**src/hdl/bsfr_pkg.sv**
```systemverilog
// Shared types, constants and the CRC-8 step function for the byte-stuffed
// frame receiver. Used by bsfr_ctrl, bsfr_dpath and the top level.
`default_nettype none

package bsfr_pkg;

    localparam int PAYLOAD_MAX_DEF = 32;

    localparam int BYTE_W = 8;
    localparam int ADDR_W = 7;
    localparam int CMD_W  = 7;
    localparam int CNT_W  = 6;
    localparam int KIND_W = 2;
    localparam int CFG_IDX_W = 3;

    localparam int S_TDATA_W = 8;
    localparam int M_TDATA_W = 24;

    // result kinds
    localparam logic [KIND_W-1:0] KIND_HEADER  = 2'd0;
    localparam logic [KIND_W-1:0] KIND_PAYLOAD = 2'd1;
    localparam logic [KIND_W-1:0] KIND_ERROR   = 2'd2;

    // configuration register indexes
    localparam logic [CFG_IDX_W-1:0] CFG_OWN_ADDRESS    = 3'd0;
    localparam logic [CFG_IDX_W-1:0] CFG_FRAME_END      = 3'd1;
    localparam logic [CFG_IDX_W-1:0] CFG_ESCAPE         = 3'd2;
    localparam logic [CFG_IDX_W-1:0] CFG_ESCAPED_END    = 3'd3;
    localparam logic [CFG_IDX_W-1:0] CFG_ESCAPED_ESCAPE = 3'd4;
    localparam logic [CFG_IDX_W-1:0] CFG_CRC_SEED       = 3'd5;

    // configuration reset values
    localparam logic [ADDR_W-1:0] OWN_ADDRESS_RST    = 7'd1;
    localparam logic [BYTE_W-1:0] FRAME_END_RST      = 8'hC0;
    localparam logic [BYTE_W-1:0] ESCAPE_RST         = 8'hDB;
    localparam logic [BYTE_W-1:0] ESCAPED_END_RST    = 8'hDC;
    localparam logic [BYTE_W-1:0] ESCAPED_ESCAPE_RST = 8'hDD;
    localparam logic [BYTE_W-1:0] CRC_SEED_RST       = 8'hDE;

    // reflected Dallas CRC-8 step constants
    localparam logic [BYTE_W-1:0] CRC_XOR  = 8'h18;
    localparam logic [BYTE_W-1:0] CRC_TOP  = 8'h80;
    localparam logic [BYTE_W-1:0] CRC_MASK = 8'h7F;

    // controller to datapath
    typedef struct packed {
        logic prev_we;
        logic crc_we;
        logic crc_start;
        logic crc_addr;
        logic cmd_we;
        logic count_we;
        logic data_we;
        logic emit_err;
        logic emit_hdr;
        logic emit_pay;
        logic rd_start;
    } bsfr_cmd_t;

    // datapath to controller
    typedef struct packed {
        logic line_err;
        logic is_end;
        logic is_esc;
        logic prev_esc;
        logic esc_bad;
        logic dec_bit7;
        logic addr_ok;
        logic count_ok;
        logic fill_more;
        logic crc_ok;
        logic count_zero;
        logic pay_last;
        logic out_free;
    } bsfr_sts_t;

    function automatic logic [BYTE_W-1:0] crc8_update(input logic [BYTE_W-1:0] crc_in,
                                                      input logic [BYTE_W-1:0] data_in);
        logic [BYTE_W-1:0] c;
        logic [BYTE_W-1:0] d;
        c = crc_in;
        d = data_in;
        for (int i = 0; i < BYTE_W; i++)
        begin
            if ((c[0] ^ d[0]) == 1'b1)
            begin
                c = ((c ^ CRC_XOR) >> 1) | CRC_TOP;
            end
            else
            begin
                c = (c >> 1) & CRC_MASK;
            end
            d = d >> 1;
        end
        return c;
    endfunction

endpackage

`default_nettype wire

```
**src/hdl/bsfr_ctrl.sv**
```systemverilog
// Frame parsing state machine of the byte-stuffed frame receiver.
// Depends on bsfr_pkg for the command and status structs.
`default_nettype none

module bsfr_ctrl (
    input  wire logic               clk,
    input  wire logic               rst_n,
    input  wire logic               in_valid,
    output logic                    in_ready,
    input  wire bsfr_pkg::bsfr_sts_t sts,
    output bsfr_pkg::bsfr_cmd_t     cmd
);
    import bsfr_pkg::*;

    localparam logic [2:0] ST_WAIT_END = 3'd0;
    localparam logic [2:0] ST_ADDR     = 3'd1;
    localparam logic [2:0] ST_CMD      = 3'd2;
    localparam logic [2:0] ST_COUNT    = 3'd3;
    localparam logic [2:0] ST_DATA     = 3'd4;
    localparam logic [2:0] ST_EMIT     = 3'd5;

    logic [2:0] state_reg;
    logic [2:0] state_next;
    logic       parse_state;
    logic       take;

    always_comb
    begin
        parse_state = (state_reg == ST_WAIT_END) || (state_reg == ST_ADDR) ||
                      (state_reg == ST_CMD) || (state_reg == ST_COUNT) ||
                      (state_reg == ST_DATA);
        in_ready    = parse_state && sts.out_free;
        take        = in_valid && in_ready;
        cmd         = '0;
        state_next  = state_reg;

        case (state_reg)
            ST_EMIT:
            begin
                if (sts.out_free)
                begin
                    cmd.emit_pay = 1'b1;
                    if (sts.pay_last)
                    begin
                        state_next = ST_WAIT_END;
                    end
                end
            end
            ST_WAIT_END, ST_ADDR, ST_CMD, ST_COUNT, ST_DATA:
            begin
                if (take)
                begin
                    if (sts.line_err)
                    begin
                        cmd.emit_err = 1'b1;
                        state_next   = ST_WAIT_END;
                    end
                    else if (sts.is_end)
                    begin
                        // frame end restarts a frame from any parsing state
                        cmd.prev_we   = 1'b1;
                        cmd.crc_we    = 1'b1;
                        cmd.crc_start = 1'b1;
                        state_next    = ST_ADDR;
                    end
                    else if (state_reg != ST_WAIT_END)
                    begin
                        cmd.prev_we = 1'b1;
                        if (sts.esc_bad)
                        begin
                            cmd.emit_err = 1'b1;
                            state_next   = ST_WAIT_END;
                        end
                        else if (!sts.prev_esc && sts.is_esc)
                        begin
                            // hold: wait for the second byte of the pair
                        end
                        else if ((state_reg == ST_ADDR) && sts.dec_bit7)
                        begin
                            if (sts.addr_ok)
                            begin
                                cmd.crc_we   = 1'b1;
                                cmd.crc_addr = 1'b1;
                                state_next   = ST_CMD;
                            end
                            else
                            begin
                                state_next = ST_WAIT_END;
                            end
                        end
                        else if ((state_reg == ST_ADDR) || (state_reg == ST_CMD))
                        begin
                            if (sts.dec_bit7)
                            begin
                                cmd.emit_err = 1'b1;
                                state_next   = ST_WAIT_END;
                            end
                            else
                            begin
                                cmd.cmd_we = 1'b1;
                                cmd.crc_we = 1'b1;
                                state_next = ST_COUNT;
                            end
                        end
                        else if (state_reg == ST_COUNT)
                        begin
                            if (!sts.count_ok)
                            begin
                                cmd.emit_err = 1'b1;
                                state_next   = ST_WAIT_END;
                            end
                            else
                            begin
                                cmd.count_we = 1'b1;
                                cmd.crc_we   = 1'b1;
                                state_next   = ST_DATA;
                            end
                        end
                        else if (sts.fill_more)
                        begin
                            cmd.data_we = 1'b1;
                            cmd.crc_we  = 1'b1;
                        end
                        else if (!sts.crc_ok)
                        begin
                            cmd.emit_err = 1'b1;
                            state_next   = ST_WAIT_END;
                        end
                        else
                        begin
                            cmd.emit_hdr = 1'b1;
                            cmd.rd_start = 1'b1;
                            state_next   = sts.count_zero ? ST_WAIT_END : ST_EMIT;
                        end
                    end
                end
            end
            default:
            begin
                state_next = ST_WAIT_END;
            end
        endcase
    end

    always_ff @(posedge clk or negedge rst_n)
    begin
        if (!rst_n)
        begin
            state_reg <= ST_WAIT_END;
        end
        else
        begin
            state_reg <= state_next;
        end
    end

endmodule

`default_nettype wire

```
**src/hdl/bsfr_dpath.sv**
```systemverilog
// Datapath of the byte-stuffed frame receiver: configuration registers,
// unstuffing, CRC-8, payload store and output register. Depends on bsfr_pkg.
`default_nettype none

module bsfr_dpath #(
    parameter int PAYLOAD_MAX = bsfr_pkg::PAYLOAD_MAX_DEF
) (
    input  wire logic                             clk,
    input  wire logic                             rst_n,
    input  wire logic                             cfg_we,
    input  wire logic [bsfr_pkg::CFG_IDX_W-1:0]   cfg_index,
    input  wire logic [bsfr_pkg::BYTE_W-1:0]      cfg_data,
    input  wire logic [bsfr_pkg::BYTE_W-1:0]      rx_byte,
    input  wire logic                             line_error,
    input  wire bsfr_pkg::bsfr_cmd_t              cmd,
    output bsfr_pkg::bsfr_sts_t                   sts,
    input  wire logic                             out_ready,
    output logic                                  out_valid,
    output logic [bsfr_pkg::KIND_W-1:0]           out_kind,
    output logic [bsfr_pkg::CMD_W-1:0]            out_command,
    output logic [bsfr_pkg::CNT_W-1:0]            out_length,
    output logic [bsfr_pkg::BYTE_W-1:0]           out_payload,
    output logic                                  out_last
);
    import bsfr_pkg::*;

    localparam int IDX_W = (PAYLOAD_MAX > 1) ? $clog2(PAYLOAD_MAX) : 1;

    logic [ADDR_W-1:0] own_address_reg;
    logic [BYTE_W-1:0] frame_end_reg;
    logic [BYTE_W-1:0] escape_reg;
    logic [BYTE_W-1:0] escaped_end_reg;
    logic [BYTE_W-1:0] escaped_escape_reg;
    logic [BYTE_W-1:0] crc_seed_reg;

    logic [BYTE_W-1:0] prev_reg;
    logic [BYTE_W-1:0] crc_reg;
    logic [BYTE_W-1:0] crc_next;
    logic [CMD_W-1:0]  pend_cmd_reg;
    logic [CNT_W-1:0]  count_reg;
    logic [CNT_W-1:0]  fill_reg;
    logic [CNT_W-1:0]  rd_idx_reg;
    logic [CNT_W-1:0]  rd_idx_next;
    logic [BYTE_W-1:0] rd_data_reg;
    logic [BYTE_W-1:0] store_mem [PAYLOAD_MAX];

    logic [BYTE_W-1:0] dec_byte;
    logic [BYTE_W-1:0] crc_base;
    logic [BYTE_W-1:0] crc_data;
    logic [ADDR_W-1:0] addr_field;

    logic              out_valid_reg;
    logic [KIND_W-1:0] out_kind_reg;
    logic [CMD_W-1:0]  out_command_reg;
    logic [CNT_W-1:0]  out_length_reg;
    logic [BYTE_W-1:0] out_payload_reg;
    logic              out_last_reg;

    // undo the escape pair and form the status flags for the controller
    always_comb
    begin
        sts.prev_esc = (prev_reg == escape_reg);
        dec_byte     = rx_byte;
        sts.esc_bad  = 1'b0;
        if (sts.prev_esc)
        begin
            if (rx_byte == escaped_escape_reg)
            begin
                dec_byte = escape_reg;
            end
            else if (rx_byte == escaped_end_reg)
            begin
                dec_byte = frame_end_reg;
            end
            else
            begin
                sts.esc_bad = 1'b1;
            end
        end
        addr_field     = dec_byte[ADDR_W-1:0];
        sts.line_err   = line_error;
        sts.is_end     = (rx_byte == frame_end_reg);
        sts.is_esc     = (rx_byte == escape_reg);
        sts.dec_bit7   = dec_byte[BYTE_W-1];
        sts.addr_ok    = (addr_field == '0) || (addr_field == own_address_reg);
        sts.count_ok   = (dec_byte <= BYTE_W'(PAYLOAD_MAX));
        sts.fill_more  = (fill_reg < count_reg) && (fill_reg < CNT_W'(PAYLOAD_MAX));
        sts.crc_ok     = (dec_byte == crc_reg);
        sts.count_zero = (count_reg == '0);
        sts.pay_last   = ((rd_idx_reg + CNT_W'(1)) == count_reg);
        sts.out_free   = !out_valid_reg || out_ready;
    end

    always_comb
    begin
        crc_base = cmd.crc_start ? crc_seed_reg : crc_reg;
        if (cmd.crc_start)
        begin
            crc_data = rx_byte;
        end
        else if (cmd.crc_addr)
        begin
            crc_data = {1'b0, addr_field};
        end
        else
        begin
            crc_data = dec_byte;
        end
        crc_next = crc8_update(crc_base, crc_data);

        if (cmd.rd_start)
        begin
            rd_idx_next = '0;
        end
        else if (cmd.emit_pay)
        begin
            rd_idx_next = rd_idx_reg + CNT_W'(1);
        end
        else
        begin
            rd_idx_next = rd_idx_reg;
        end
    end

    always_ff @(posedge clk or negedge rst_n)
    begin
        if (!rst_n)
        begin
            own_address_reg    <= OWN_ADDRESS_RST;
            frame_end_reg      <= FRAME_END_RST;
            escape_reg         <= ESCAPE_RST;
            escaped_end_reg    <= ESCAPED_END_RST;
            escaped_escape_reg <= ESCAPED_ESCAPE_RST;
            crc_seed_reg       <= CRC_SEED_RST;
            prev_reg           <= '0;
            crc_reg            <= '0;
            pend_cmd_reg       <= '0;
            count_reg          <= '0;
            fill_reg           <= '0;
            rd_idx_reg         <= '0;
            out_valid_reg      <= 1'b0;
        end
        else
        begin
            if (cfg_we)
            begin
                case (cfg_index)
                    CFG_OWN_ADDRESS:    own_address_reg    <= cfg_data[ADDR_W-1:0];
                    CFG_FRAME_END:      frame_end_reg      <= cfg_data;
                    CFG_ESCAPE:         escape_reg         <= cfg_data;
                    CFG_ESCAPED_END:    escaped_end_reg    <= cfg_data;
                    CFG_ESCAPED_ESCAPE: escaped_escape_reg <= cfg_data;
                    CFG_CRC_SEED:       crc_seed_reg       <= cfg_data;
                    default:
                    begin
                    end
                endcase
            end
            if (cmd.prev_we)
            begin
                prev_reg <= rx_byte;
            end
            if (cmd.crc_we)
            begin
                crc_reg <= crc_next;
            end
            if (cmd.cmd_we)
            begin
                pend_cmd_reg <= dec_byte[CMD_W-1:0];
            end
            if (cmd.count_we)
            begin
                count_reg <= dec_byte[CNT_W-1:0];
                fill_reg  <= '0;
            end
            else if (cmd.data_we)
            begin
                fill_reg <= fill_reg + CNT_W'(1);
            end
            rd_idx_reg <= rd_idx_next;
            if (cmd.emit_err || cmd.emit_hdr || cmd.emit_pay)
            begin
                out_valid_reg <= 1'b1;
            end
            else if (out_ready)
            begin
                out_valid_reg <= 1'b0;
            end
        end
    end

    // payload store; the read data register holds the entry at the current read index
    always_ff @(posedge clk)
    begin
        if (cmd.data_we)
        begin
            store_mem[fill_reg[IDX_W-1:0]] <= dec_byte;
        end
        rd_data_reg <= store_mem[rd_idx_next[IDX_W-1:0]];
    end

    always_ff @(posedge clk)
    begin
        if (cmd.emit_err)
        begin
            out_kind_reg    <= KIND_ERROR;
            out_command_reg <= '0;
            out_length_reg  <= '0;
            out_payload_reg <= '0;
            out_last_reg    <= 1'b1;
        end
        else if (cmd.emit_hdr)
        begin
            out_kind_reg    <= KIND_HEADER;
            out_command_reg <= pend_cmd_reg;
            out_length_reg  <= count_reg;
            out_payload_reg <= '0;
            out_last_reg    <= sts.count_zero;
        end
        else if (cmd.emit_pay)
        begin
            out_kind_reg    <= KIND_PAYLOAD;
            out_command_reg <= '0;
            out_length_reg  <= count_reg;
            out_payload_reg <= rd_data_reg;
            out_last_reg    <= sts.pay_last;
        end
    end

    assign out_valid   = out_valid_reg;
    assign out_kind    = out_kind_reg;
    assign out_command = out_command_reg;
    assign out_length  = out_length_reg;
    assign out_payload = out_payload_reg;
    assign out_last    = out_last_reg;

endmodule

`default_nettype wire

```
**src/hdl/byte_stuffed_frame_receiver_crc8.sv**
```systemverilog
// Top level of the byte-stuffed frame receiver with CRC-8 check.
// Joins bsfr_ctrl and bsfr_dpath; depends on bsfr_pkg.
//
// Usage:
//   s_axis carries one received serial byte per beat (tdata) with its
//   line-error flag (tuser). m_axis carries results: a header beat
//   (command, length) of a good frame followed by its payload beats, or
//   one error beat. tlast marks the final beat of each run.
//   cfg_we/cfg_index/cfg_data write one register per cycle; write only
//   while the block is idle.
//   A result shows on m_axis in the cycle after the byte that causes it is
//   taken; bytes are taken back to back unless payload is being emitted or
//   m_axis is stalled. After a good CRC byte the payload runs out of the
//   single-read-port payload store at one beat per cycle while m_axis takes
//   each beat; s_axis is held off until the last payload beat is emitted.
//   While m_axis is stalled the output register holds its beat, and
//   s_axis_tready stays low until the beat is taken.
//   Reset brings the configuration to its defaults and the parser back to
//   hunting for a frame-end byte; no clearing pass is needed.
`default_nettype none

module byte_stuffed_frame_receiver_crc8 #(
    parameter int PAYLOAD_MAX = bsfr_pkg::PAYLOAD_MAX_DEF
) (
    input  wire logic                               clk,
    input  wire logic                               rst_n,
    input  wire logic                               cfg_we,
    input  wire logic [bsfr_pkg::CFG_IDX_W-1:0]     cfg_index,
    input  wire logic [bsfr_pkg::BYTE_W-1:0]        cfg_data,
    input  wire logic                               s_axis_tvalid,
    output logic                                    s_axis_tready,
    input  wire logic [bsfr_pkg::S_TDATA_W-1:0]     s_axis_tdata,  // [7:0] rx_byte
    input  wire logic                               s_axis_tuser,  // [0] line_error
    output logic                                    m_axis_tvalid,
    input  wire logic                               m_axis_tready,
    // [6:0] command, [12:7] length, [20:13] payload, [23:21] zero
    output logic [bsfr_pkg::M_TDATA_W-1:0]          m_axis_tdata,
    output logic [bsfr_pkg::KIND_W-1:0]             m_axis_tuser,  // [1:0] result_kind
    output logic                                    m_axis_tlast
);
    import bsfr_pkg::*;

    bsfr_cmd_t         cmd;
    bsfr_sts_t         sts;
    logic [CMD_W-1:0]  out_command;
    logic [CNT_W-1:0]  out_length;
    logic [BYTE_W-1:0] out_payload;

    bsfr_ctrl u_ctrl (
        .clk      (clk),
        .rst_n    (rst_n),
        .in_valid (s_axis_tvalid),
        .in_ready (s_axis_tready),
        .sts      (sts),
        .cmd      (cmd)
    );

    bsfr_dpath #(
        .PAYLOAD_MAX (PAYLOAD_MAX)
    ) u_dpath (
        .clk         (clk),
        .rst_n       (rst_n),
        .cfg_we      (cfg_we),
        .cfg_index   (cfg_index),
        .cfg_data    (cfg_data),
        .rx_byte     (s_axis_tdata[BYTE_W-1:0]),
        .line_error  (s_axis_tuser),
        .cmd         (cmd),
        .sts         (sts),
        .out_ready   (m_axis_tready),
        .out_valid   (m_axis_tvalid),
        .out_kind    (m_axis_tuser),
        .out_command (out_command),
        .out_length  (out_length),
        .out_payload (out_payload),
        .out_last    (m_axis_tlast)
    );

    assign m_axis_tdata = {3'b000, out_payload, out_length, out_command};

endmodule

`default_nettype wire
```
**config.mk**
```make
export PLATFORM = sky130hd
export DESIGN_NAME = byte_stuffed_frame_receiver_crc8
export DESIGN_NICKNAME = d
export VERILOG_FILES = /design/src/hdl/bsfr_pkg.sv /design/src/hdl/bsfr_ctrl.sv /design/src/hdl/bsfr_dpath.sv /design/src/hdl/byte_stuffed_frame_receiver_crc8.sv
export SDC_FILE = /design/constraint.sdc
export NUM_CORES = 1
export LEC_CHECK = 0
export BUFFER_PORTS_ARGS = -buffer_cell sky130_fd_sc_hd__clkbuf_2
export CAP_MARGIN = 15
export CORE_MARGIN = 2
export CORE_UTILIZATION = 33
export DETAILED_ROUTE_END_ITERATION = 16
export PLACE_DENSITY = 0.45
export SKIP_LAST_GASP = 1
export SYNTH_ARGS = -nofsm -noshare
export SYNTH_HDL_FRONTEND = slang
export SYNTH_SLANG_ARGS = --single-unit
```
**constraint.sdc**
```tcl
create_clock -name clk -period 5.3 [get_ports clk]
set_clock_uncertainty 0.1 [all_clocks]
set_input_delay 0.53 -clock clk [delete_from_list [all_inputs] [get_ports clk]]
set_output_delay 0.53 -clock clk [all_outputs]
set_load 0.05 [all_outputs]
```
* Word level (Yosys, flattened, before mapping)
Memories as Yosys holds them, arrays and structs flattened. A register that Yosys moved wholly into a read port is not among the register bits.
Cells that the tools add are included.
** Cells by class
- Add/sub/neg operators :: 2
- Multipliers :: 0
- Div/mod/pow operators :: 0
- Magnitude comparators :: 3
- Equality and inequality tests :: 24
- Shifts and indexed selects :: 0
- Muxes and demuxes :: 102
- Bitwise logic cells :: 16
- Reduce and logical (&&, ||, !) cells :: 34
** Operators with widths (count)
- two-way mux 8 bit :: 14
- two-way mux 6 bit :: 9
- == test 8 bit :: 6
- two-way mux 1 bit :: 48
- two-way mux 3 bit :: 15
- two-way mux 7 bit :: 3
- two-way mux 9 bit :: 2
- two-way mux 2 bit :: 8
- inverter 2 bit :: 8
- adder 6 x 1 -> 6 bit, second input constant :: 2
- == test 3 x 2 -> 1 bit, second input constant :: 4
- == test 3 bit, second input constant :: 4
- AND reduction 2 bit :: 6
- logical OR 1 bit :: 9
- <= comparator 8 x 6 -> 1 bit, second input constant :: 1
- inequality test 8 x 5 -> 1 bit, second input constant :: 1
- nonzero test 2 bit :: 4
- XOR 1 bit :: 8
- == test 7 bit :: 1
- zero test 7 bit :: 1
- == test 3 x 1 -> 1 bit, second input constant :: 2
- == test 6 bit :: 1
- zero test 3 bit :: 2
- zero test 6 bit :: 1
- other kinds (15) :: 21
** Storage, ports and cells
- Register bits :: 116
- Bits in latches :: 0
- Bits in writable memories :: 256
- Bits in read-only memories :: 0
- Output and inout bits :: 29
- Logic and storage cells :: 203
- Memories kept :: 1
** Memory list
- u_dpath.store_mem :: depth 32, bits a word 8, rd ports 1, clocked after memory_dff 1, write ports 1, line bsfr_dpath.sv:45 : logic [BYTE_W-1:0] store_mem [PAYLOAD_MAX];

* Depth between registers and ports, before layout
Gate-level depths: netlist of run 1.
- Depth in word-level cells :: 35
- Mapped depth :: 15

* By module
Synthesis of run 1 repeated with hierarchy kept, for this count alone.
** Second synthesis, totals
- Cells, all modules :: 1473
- Area, all modules :: 17141.4 µm²
** By module, submodules not included
- bsfr_dpath :: instances 1, cells an instance 1399, area an instance 16638.5 µm², sequential area each 10587.7 µm²
- bsfr_ctrl :: instances 1, cells an instance 70, area an instance 476.7 µm², sequential area each 75.1 µm²
- byte_stuffed_frame_receiver_crc8 :: instances 1, cells an instance 4, area an instance 26.3 µm², sequential area each 0.0 µm²

* Worst setup path after synthesis of run 1
OpenSTA, ideal clock, no wires.
- Path type :: in2reg
- Start point :: input port s_axis_tdata[7] (netlist bit)
- End point :: register u_dpath.crc_reg[1]
- Setup time :: 125 ps
- Arrival time :: 3475 ps
- Data required time :: 5075 ps
- Slack :: 1600 ps
- Stages :: 11
- Path through :: buf_4 > xnor2_1 > and4_4 > a211o_4 > o22a_1 > o22ai_2 > inv_1 > nor4b_1 > a21oi_1 > o31ai_4 > mux2_4
** Between the ends
- Elaborated cells on any way between the ends :: 53
- Classes of those cells :: 1 x order compare; 5 x eq/ne; 31 x mux; 12 x bitwise; 4 x reduce/logical
** RTL lines
- start: declaration :: line byte_stuffed_frame_receiver_crc8.sv:32 : input wire logic [bsfr_pkg::S_TDATA_W-1:0] s_axis_tdata,
- == test 8 bit :: line bsfr_dpath.sv:71 : else if (rx_byte == escaped_end_reg)
- two-way mux 8 bit :: line bsfr_dpath.sv:71
- two-way mux 8 bit * :: line bsfr_dpath.sv:67 : if (rx_byte == escaped_escape_reg)
- two-way mux 8 bit * :: line bsfr_dpath.sv:65 : if (sts.prev_esc)
- net u_dpath.dec_byte[6] :: line bsfr_dpath.sv:47 : logic [BYTE_W-1:0] dec_byte;
- <= comparator 8 x 6 -> 1 bit :: line bsfr_dpath.sv:86 : sts.count_ok = (dec_byte <= BYTE_W'(PAYLOAD_MAX));
- two-way mux 1 bit :: line bsfr_ctrl.sv:107 : if (!sts.count_ok)
- two-way mux 1 bit :: line bsfr_ctrl.sv:105 : else if (state_reg == ST_COUNT)
- two-way mux 1 bit :: line bsfr_ctrl.sv:91 : else if ((state_reg == ST_ADDR) || (state_reg == ST_CMD))
- two-way mux 1 bit :: line bsfr_ctrl.sv:78 : else if ((state_reg == ST_ADDR) && sts.dec_bit7)
- two-way mux 1 bit :: line bsfr_ctrl.sv:74 : else if (!sts.prev_esc && sts.is_esc)
- two-way mux 1 bit :: line bsfr_ctrl.sv:69 : if (sts.esc_bad)
- two-way mux 2 bit :: line bsfr_ctrl.sv:66 : else if (state_reg != ST_WAIT_END)
- two-way mux 2 bit :: line bsfr_ctrl.sv:58 : else if (sts.is_end)
- two-way mux 7 bit :: line bsfr_ctrl.sv:53 : if (sts.line_err)
- two-way mux 9 bit :: line bsfr_ctrl.sv:51 : if (take)
- two-way mux 9 bit :: line bsfr_ctrl.sv:37 : case (state_reg)
- end signal: assignment :: line bsfr_dpath.sv:165 : crc_reg <= crc_next;
- end: declaration :: line bsfr_dpath.sv:37 : logic [BYTE_W-1:0] crc_reg;
Mark *: on every way through the listed nets, which the timed path passes. The rest lies on a longest branch.
A chain may end at the register's enable or synchronous reset.

* Final worst setup path of run 1
- Start point :: register u_dpath.escape_reg[7]
- End point :: register u_dpath.rd_data_reg[3] (read register of u_dpath.store_mem)
** Between the ends
- Cells in the longest elaborated chain, start to end :: 16
- Elaborated cells on any way between the ends :: 22
- Classes of those cells :: 3 x eq/ne; 16 x mux; 3 x reduce/logical
** Ends and longest elaborated chain
- start: declaration :: line bsfr_dpath.sv:31 : logic [BYTE_W-1:0] escape_reg;
- start signal: assignment :: line bsfr_dpath.sv:150 : CFG_ESCAPE: escape_reg <= cfg_data;
- == test 8 bit / two-way mux 8 bit (equally long branches) :: line bsfr_dpath.sv:62, bsfr_dpath.sv:67
- two-way mux 8 bit :: line bsfr_dpath.sv:65
- == test 8 bit :: line bsfr_dpath.sv:88 : sts.crc_ok = (dec_byte == crc_reg);
- two-way mux 1 bit :: line bsfr_ctrl.sv:124 : else if (!sts.crc_ok)
- two-way mux 1 bit :: line bsfr_ctrl.sv:119 : else if (sts.fill_more)
- two-way mux 1 bit :: line bsfr_ctrl.sv:105
- two-way mux 1 bit :: line bsfr_ctrl.sv:91
- two-way mux 1 bit :: line bsfr_ctrl.sv:78
- two-way mux 1 bit :: line bsfr_ctrl.sv:74
- two-way mux 1 bit * :: line bsfr_ctrl.sv:69
- two-way mux 1 bit * :: line bsfr_ctrl.sv:66
- two-way mux 1 bit * :: line bsfr_ctrl.sv:58
- two-way mux 1 bit * :: line bsfr_ctrl.sv:53
- two-way mux 1 bit * :: line bsfr_ctrl.sv:51
- two-way mux 1 bit * :: line bsfr_ctrl.sv:37
- two-way mux 6 bit * :: line bsfr_dpath.sv:111 : if (cmd.rd_start)
- net u_dpath.rd_idx_next[3] :: line bsfr_dpath.sv:43 : logic [CNT_W-1:0] rd_idx_next;
- end: declaration :: line bsfr_dpath.sv:44 : logic [BYTE_W-1:0] rd_data_reg;
Marked as above.

==> metrics.md, run 1 <==
| Metric | Value |
|---|---|
| Worst slew pin tran | 0.985 ns |
| Fin. max-slew vios | 0 |
| Syn avg cell area | 13.0 sq um |
| FFs w/ async S/R, synth | 24.2% |
| Post-synthesis sequential area ratio | 62.6% |
| ANT cells | 0 |
| Post-DP HPWL | 30600 um |
| CTS Root Buffer Type | clkbuf_16 |
| Worst-Skew Late Latency | 0.57 ns |
| Synth top area share | 45.2% |
| Max-cap violation count | 0 |
| DR WL met3 | 1640 um |
| Die Ht | 231 um |
| Most common cell after layout, fill and taps aside | edfxtp_1 |
| WL met2 | 21700 um |
| Final Cell Area | 0.0195 sq mm |
| R2R Path End | u_dpath.rd_data_reg[3] |
| All-Layer GR Usage | 17.6% |
| H-tree levels | 2 |
| Routed len/inst | 22.2 um |
| Leak pwr | 0.00711 uW |
| Wl on met1 | 21500 um |
| I/O pin count | 54 |
| Chip width | 231 um |
| CP Capture Type | flop |
| Rows | 83 |
| Period minus WS final | 4.32 ns |
| FMAX | 0.232 GHz |
| Final Cycle Share | 81.4% |
| Mapped cell area | 0.0170 sq mm |
| Final GP Congestion | 0.786 |
| Clk pin slew, worst setup/hold paths | 0.06 ns |
| Seq cells post-synth | 380 |
| Run status | complete, no violations |
| Port buffer count | 50 |
| First-pass GRT wire length | 70700 um |
| Largest register FFs | 256 |
| Reg area | 0.0107 sq mm |
| Initial Util | 33.2% |
| Final cell count without fillers | 2082 |
| CTS tree | built |
| FF-to-FF Start | u_dpath.escape_reg[7] |
| Final net count | 1402 |
| Unrepaired setup endpoints after global routing | no |
| Post-route DRC | 0 |
| Placed cells | 2000 |
| Flop2flop setup slack | 0.98 ns |
| Final hold vios | 0 |
| GRT overflow | 0 |
| Yosys synthesis warning count | 0 |
| Critical path startpoint | u_dpath.escape_reg[7] |
| Detail Route Antenna Nets | 0 |
| Unique masters post-synth | 82 |
| Top post-synthesis cells by area | edfxtp_1, dfrtp_1, nand2_1 |
| Area grow syn2layout | 14.5% |
| Final setup violation count | 0 |
| Num Clock Sinks | 380 |
| Synth Instances | 1308 |
| Via density | 5.10 |
| Setup crit start kind | flop |
| Post-synth top flop | edfxtp_1 |
| Initial DRC count | 596 |
| Worst Setup EP | u_dpath.rd_data_reg[3] |
| Pwr Density | 360 mW/mm^2 |
| Number of flops mapped to enable cells by yosys | 256 |
| Biggest area consumer among synthesized cells | edfxtp_1 |
| Clk buf depth | 3 |
| VDD IR-drop max | 0.185 mV |
| CP max FO | 22 |
| Initial antenna violation count | 1 |
| Worst Setup Path Type | reg -> reg |
| Post_cts resized | 0 |
| Fin Setup TNS | 0 ns |
| Drt total wl | 46100 um |
| FILL cells | 4923 |
| Worst reg2reg path depth | 11 |
| Core Box Area | 0.0512 sq mm |
| Area of the multi-input gates | 0.00597 sq mm |
| Vias after detailed routing | 10600 |
| Top sig layer | met5 |
| Largest net degree at the start of global routing | 58 |
| Critical path data arrival time | 4.62 ns |
| Die area | 0.0534 sq mm |
| DRT Pass-1 Iters | 5 |
| Most frequent cells in the layout | edfxtp_1, nand2_1, nor2_1 |
| Placed cell areas | 0.0181 sq mm |
| Worst path required time | 5.61 ns |
| Slew margin rel. | 34.1% |
| Min-delay worst type | in -> reg |
| Cts bufs inserted | 43 |
| HP Start | cfg_data[7] |
| Layout cells sized above 1 | 21.0% |
| Number of global-route vias before repair | 11100 |
## kinds of logic after synthesis
kind of cell / share of synthesized area, %
AOI/OAI and AO/OA: 9.55
other: 0.0220
DFF: 62.6
and+or+nand+nor: 10.6
adders and majority gates: 0.735
buffers and inverters: 2.71
muxes: 8.81
xor gates and xnor gates: 4.92
## worst min path at each step
stage	end	slack [ns]	cells after the start
after CTS	u_dpath.crc_seed_reg[7]	0.22	2
after global routing	u_dpath.frame_end_reg[7]	0.25	2
after floorplan	u_ctrl.state_reg[0]	0.13	0
after detailed placement	u_dpath.out_kind[1]	0.37	1
after global placement	u_dpath.out_kind[1]	0.36	1
final	u_dpath.crc_seed_reg[7]	0.25	2
## power breakdown
group	switching, uW	internal (uW)	total (uW)
Combinational	368	328	697
Sequential	126	3320	3450
Clock	1210	1660	2870
Total	1710	5310	7020
## stage by stage
stage               setup WS (ns)  hold slack, ns  total power [uW]  util [%]
finish                      0.984           0.245              7020      38.1
global route                0.701           0.246              7280      38.1
CTS                         0.979           0.220              7100      38.0
detailed placement          0.903           0.373              4210      35.4
global placement            0.870           0.360              4200      35.4
floorplan                    1.60           0.134              4000         -
## cell type report
| type | instances | share of cell area (%) |
|---|---|---|
| clock buffers | 60 | 6.07 |
| well taps | 680 | 4.37 |
| multi-input cells | 830 | 30.6 |
| clock inverters | 20 | 0.828 |
| repair buffers | 90 | 2.98 |
| flip-flops and latches | 380 | 54.7 |
| inverters | 22 | 0.424 |
## routing by layer
metal / global-route usage (%) / vias up
met4: 5.75 / 2
met3: 2.95 / 66
met5: 0 / -
met2: 28.4 / 189
met1: 24.0 / 5391
li1: - / 4966
## synthesized netlist by cell type (9+ instances only)
master,instances
nand3_1,28
a31oi_1,27
mux4_2,24
mux2_2,54
dfstp_2,26
dfrtp_1,66
edfxtp_1,256
xnor2_1,54
inv_1,22
a21oi_1,51
a211oi_1,18
xor2_1,38
clkbuf_1,47
mux2i_1,23
ha_1,10
nand4_1,12
nor2_1,70
o211ai_1,11
buf_1,9
nand2_1,187
dfxtp_1,32
o21ai_0,29
and3_1,27
## repair_timing
item                                   in CTS  in global routing
buffers inserted                            0                  0
endpoints found under the hold margin      23                  0
hold buffers                                1                  0
## critical path: stages (launching register included)
cell and delay, ns:
dfstp_2 0.57, xor2_1 0.10, nor4_4 0.40, nand2_2 0.20, nor3_1 0.79, nand3b_1 0.28
nand2b_1 0.29, nor2b_1 0.11, and4_2 0.42, nor2_2 0.37, nand2_1 0.10, a31oi_1 0.42
Note: power is estimated with default switching activity, not from simulation.
==> run 2, diff against run 1 <==
- PLACE_DENSITY: 0.45 -> 0.46
- clock period: 5.3 -> 3.5 ns (I/O delays scaled with it)
==> run 2 against run 1 <==
Compared with the run above:
- the run now ends with negative setup slack left
- core utilization increased by 4.7 points
- sequential share of layout area is 6.0 points lower
- setup slack got worse by 1.0 ns
- via count grew 6.6%
- routed wire length up 2.1%
- clock-buffer cell count is 3 higher
- critical endpoint is now u_dpath.crc_reg[2]
==> metrics.md, run 2 (synthesis results as in run 1) <==
| Metric | Value |
|---|---|
| Run status | complete, but fails checks |
| Violated checks | negative setup slack |
| Setup crit start kind | flop |
| CP max FO | 7 (-68%) |
| Flop2flop setup slack | -0.04 ns (-1.02 ns) |
| Post-DP HPWL | 30900 um (+1.2%) |
| Final hold vios | 0 (unchanged) |
| Unrepaired setup endpoints after global routing | yes |
| Final Cell Area | 0.0219 sq mm (+12%) |
| Max-cap violation count | 0 (unchanged) |
| Clk buf depth | 3 (unchanged) |
| I/O pin count | 54 (unchanged) |
| Worst path required time | 3.87 ns (-1.74 ns) |
| Period minus WS final | 3.54 ns (-0.780 ns) |
| All-Layer GR Usage | 17.6% (about the same) |
| Final net count | 1587 (+13%) |
| Min-delay worst type | in -> reg |
| Initial antenna violation count | 0 (-1) |
| DRT Pass-1 Iters | 5 (unchanged) |
| Num Clock Sinks | 380 (unchanged) |
| Final cell count without fillers | 2268 (+8.9%) |
| Worst reg2reg path depth | 13 (+2) |
| Slew margin rel. | 25.0% (-9.1 points) |
| Routed len/inst | 20.8 um (-6.3%) |
| Setup slack after placement | -0.245 ns (-1.15 ns) |
| Die Ht | 231 um (unchanged) |
| Critical path startpoint | u_dpath.escaped_end_reg[2] |
| Worst-Skew Late Latency | 0.59 ns (+0.02 ns) |
| Largest net degree at the start of global routing | 93 (+60%) |
| Power after layout | 11100 uW (+58%) |
| Via density | 4.99 (-2.1%) |
| R2R Path End | u_dpath.crc_reg[2] |
| Fin Setup TNS | -0.232 ns (-0.232 ns) |
| FILL cells | 4732 (-3.9%) |
| CTS Root Buffer Type | clkbuf_16 |
| Pwr Density | 506 mW/mm^2 (+41%) |
| Final Cycle Share | 101% (+20 points) |
| Final GP Congestion | 0.834 (+6.1%) |
| Initial DRC count | 637 (+6.9%) |
| Drt total wl | 47100 um (+2.1%) |
| Cts bufs inserted | 44 (+2.3%) |
| Worst Setup Path Type | reg -> reg |
| Worst Setup EP | u_dpath.crc_reg[2] |
| VDD IR-drop max | 0.379 mV (+110%) |
| Vias after detailed routing | 11300 (+6.6%) |
| FMAX | 0.283 GHz (+22%) |
| FF-to-FF Start | u_dpath.escaped_end_reg[2] |
| Worst slew pin tran | 1.12 ns (+0.136 ns) |
| Layout cells sized above 1 | 36.0% (+15 points) |
| Final worst setup slack | -0.0365 ns (-1.02 ns) |
| Core Box Area | 0.0512 sq mm (unchanged) |
| GRT overflow | 0 (unchanged) |
| Post-route DRC | 0 (unchanged) |
| Final setup violation count | 11 (+11) |
| Port buffer count | 50 (unchanged) |
| Placed cell areas | 0.0194 sq mm (+7.0%) |
| Largest register FFs | 256 (unchanged) |
| Area grow syn2layout | 28.5% |
| Clk pin slew, worst setup/hold paths | 0.06 ns (about the same) |
| Placed cells | 2157 (+7.9%) |
| Chip width | 231 um (unchanged) |
| CTS tree | built |
| Most frequent cells in the layout | edfxtp_1, buf_4, nand2_1 |
| Die area | 0.0534 sq mm (unchanged) |
| First-pass GRT wire length | 70700 um (+0.12%) |
| Fin. max-slew vios | 0 (unchanged) |
| Detail Route Antenna Nets | 0 (unchanged) |
| Critical path data arrival time | 3.90 ns (-0.72 ns) |
| H-tree levels | 2 (unchanged) |
| Reg area | 0.0107 sq mm (unchanged) |
| Area of the multi-input gates | 0.00662 sq mm (+11%) |
| Initial Util | 33.2% (unchanged) |
| Rows | 83 (unchanged) |
| Number of global-route vias before repair | 11500 (+4.0%) |
| Most common cell after layout, fill and taps aside | edfxtp_1 |
| Leak pwr | 0.00830 uW (+17%) |
| CP Capture Type | flop |
run 2: cell types whose count changed in the layout (fill, tap and decap cells not counted), sizes merged:
cell and delta:
inv +1, buf +178, dlygate4sd3 +2, clkbuf +7, diode +1, clkinvlp -2, clkinv -1
run 2: how the worst min path moves through the flow:
stage	start	cells after the start	slack, ns	end
final	cfg_data[3]	2	0.05	u_dpath.escaped_escape_reg[3]
after global routing	cfg_data[1]	2	0.05	u_dpath.frame_end_reg[1]
after CTS	cfg_data[3]	2	0.02	u_dpath.escaped_escape_reg[3]
after detailed placement	rst_n	2	0.35	u_dpath.escaped_escape_reg[5]
after global placement	rst_n	2	0.35	u_dpath.escaped_escape_reg[5]
after floorplan	rst_n	0	-0.05	u_ctrl.state_reg[0]
run 2: cell type report:
cell class	instances	share of cell area, %
Inverter	22	0.378
Timing Repair Buffer	274	10.3
Sequential cell	380	48.8
Clock buffer	63	5.50
Tap cell	680	3.89
Multi-Input combinational cell	830	30.3
Clock inverter	18	0.927
Antenna cell	1	0.0114
run 2: critical path, stage by stage, from the launching register on:
cell and delay [ns]:
dfstp_2 0.55, xnor2_2 0.11, nand4_1 0.22, a211o_4 0.42
buf_6 0.13, o32a_4 0.37, a311o_1 0.29, a22oi_2 0.22
buf_4 0.18, xor2_4 0.17, xnor2_2 0.16, xor2_1 0.19
xnor2_1 0.08, mux2_4 0.26
run 2: metrics by stage:
stage	hold slack [ns]	util (%)
CTS	0.0183	41.0
global route	0.0515	42.7
floorplan	-0.0456	-
global placement	0.351	37.9
detailed placement	0.351	37.9
finish	0.0486	42.7
run 2: repair_timing:
item / in CTS / in global routing
hold endpoints to repair: 72 / 0
pin swaps: 12 / 42
setup endpoints to repair: 85 / 289
gates resized for setup: 27 / 133
buffers inserted: 7 / 20
gates cloned: 0 / 7
hold buffers: 3 / 0
run 2: where the power goes:
part / total [uW] / internal, uW / switching [uW]
combinational: 1420 / 755 / 662
sequential: 5200 / 5030 / 173
clock: 4450 / 2570 / 1880
total: 11100 / 8360 / 2710
run 2: metal layers:
metal  vias up  global-route usage, %  share of wire, %
met1      5718                   23.6                45
met5         -                      0                 0
met2       192                   29.1                49
met4         0                   5.85               2.6
li1       5333                      -                 -
met3        72                   2.66               3.6
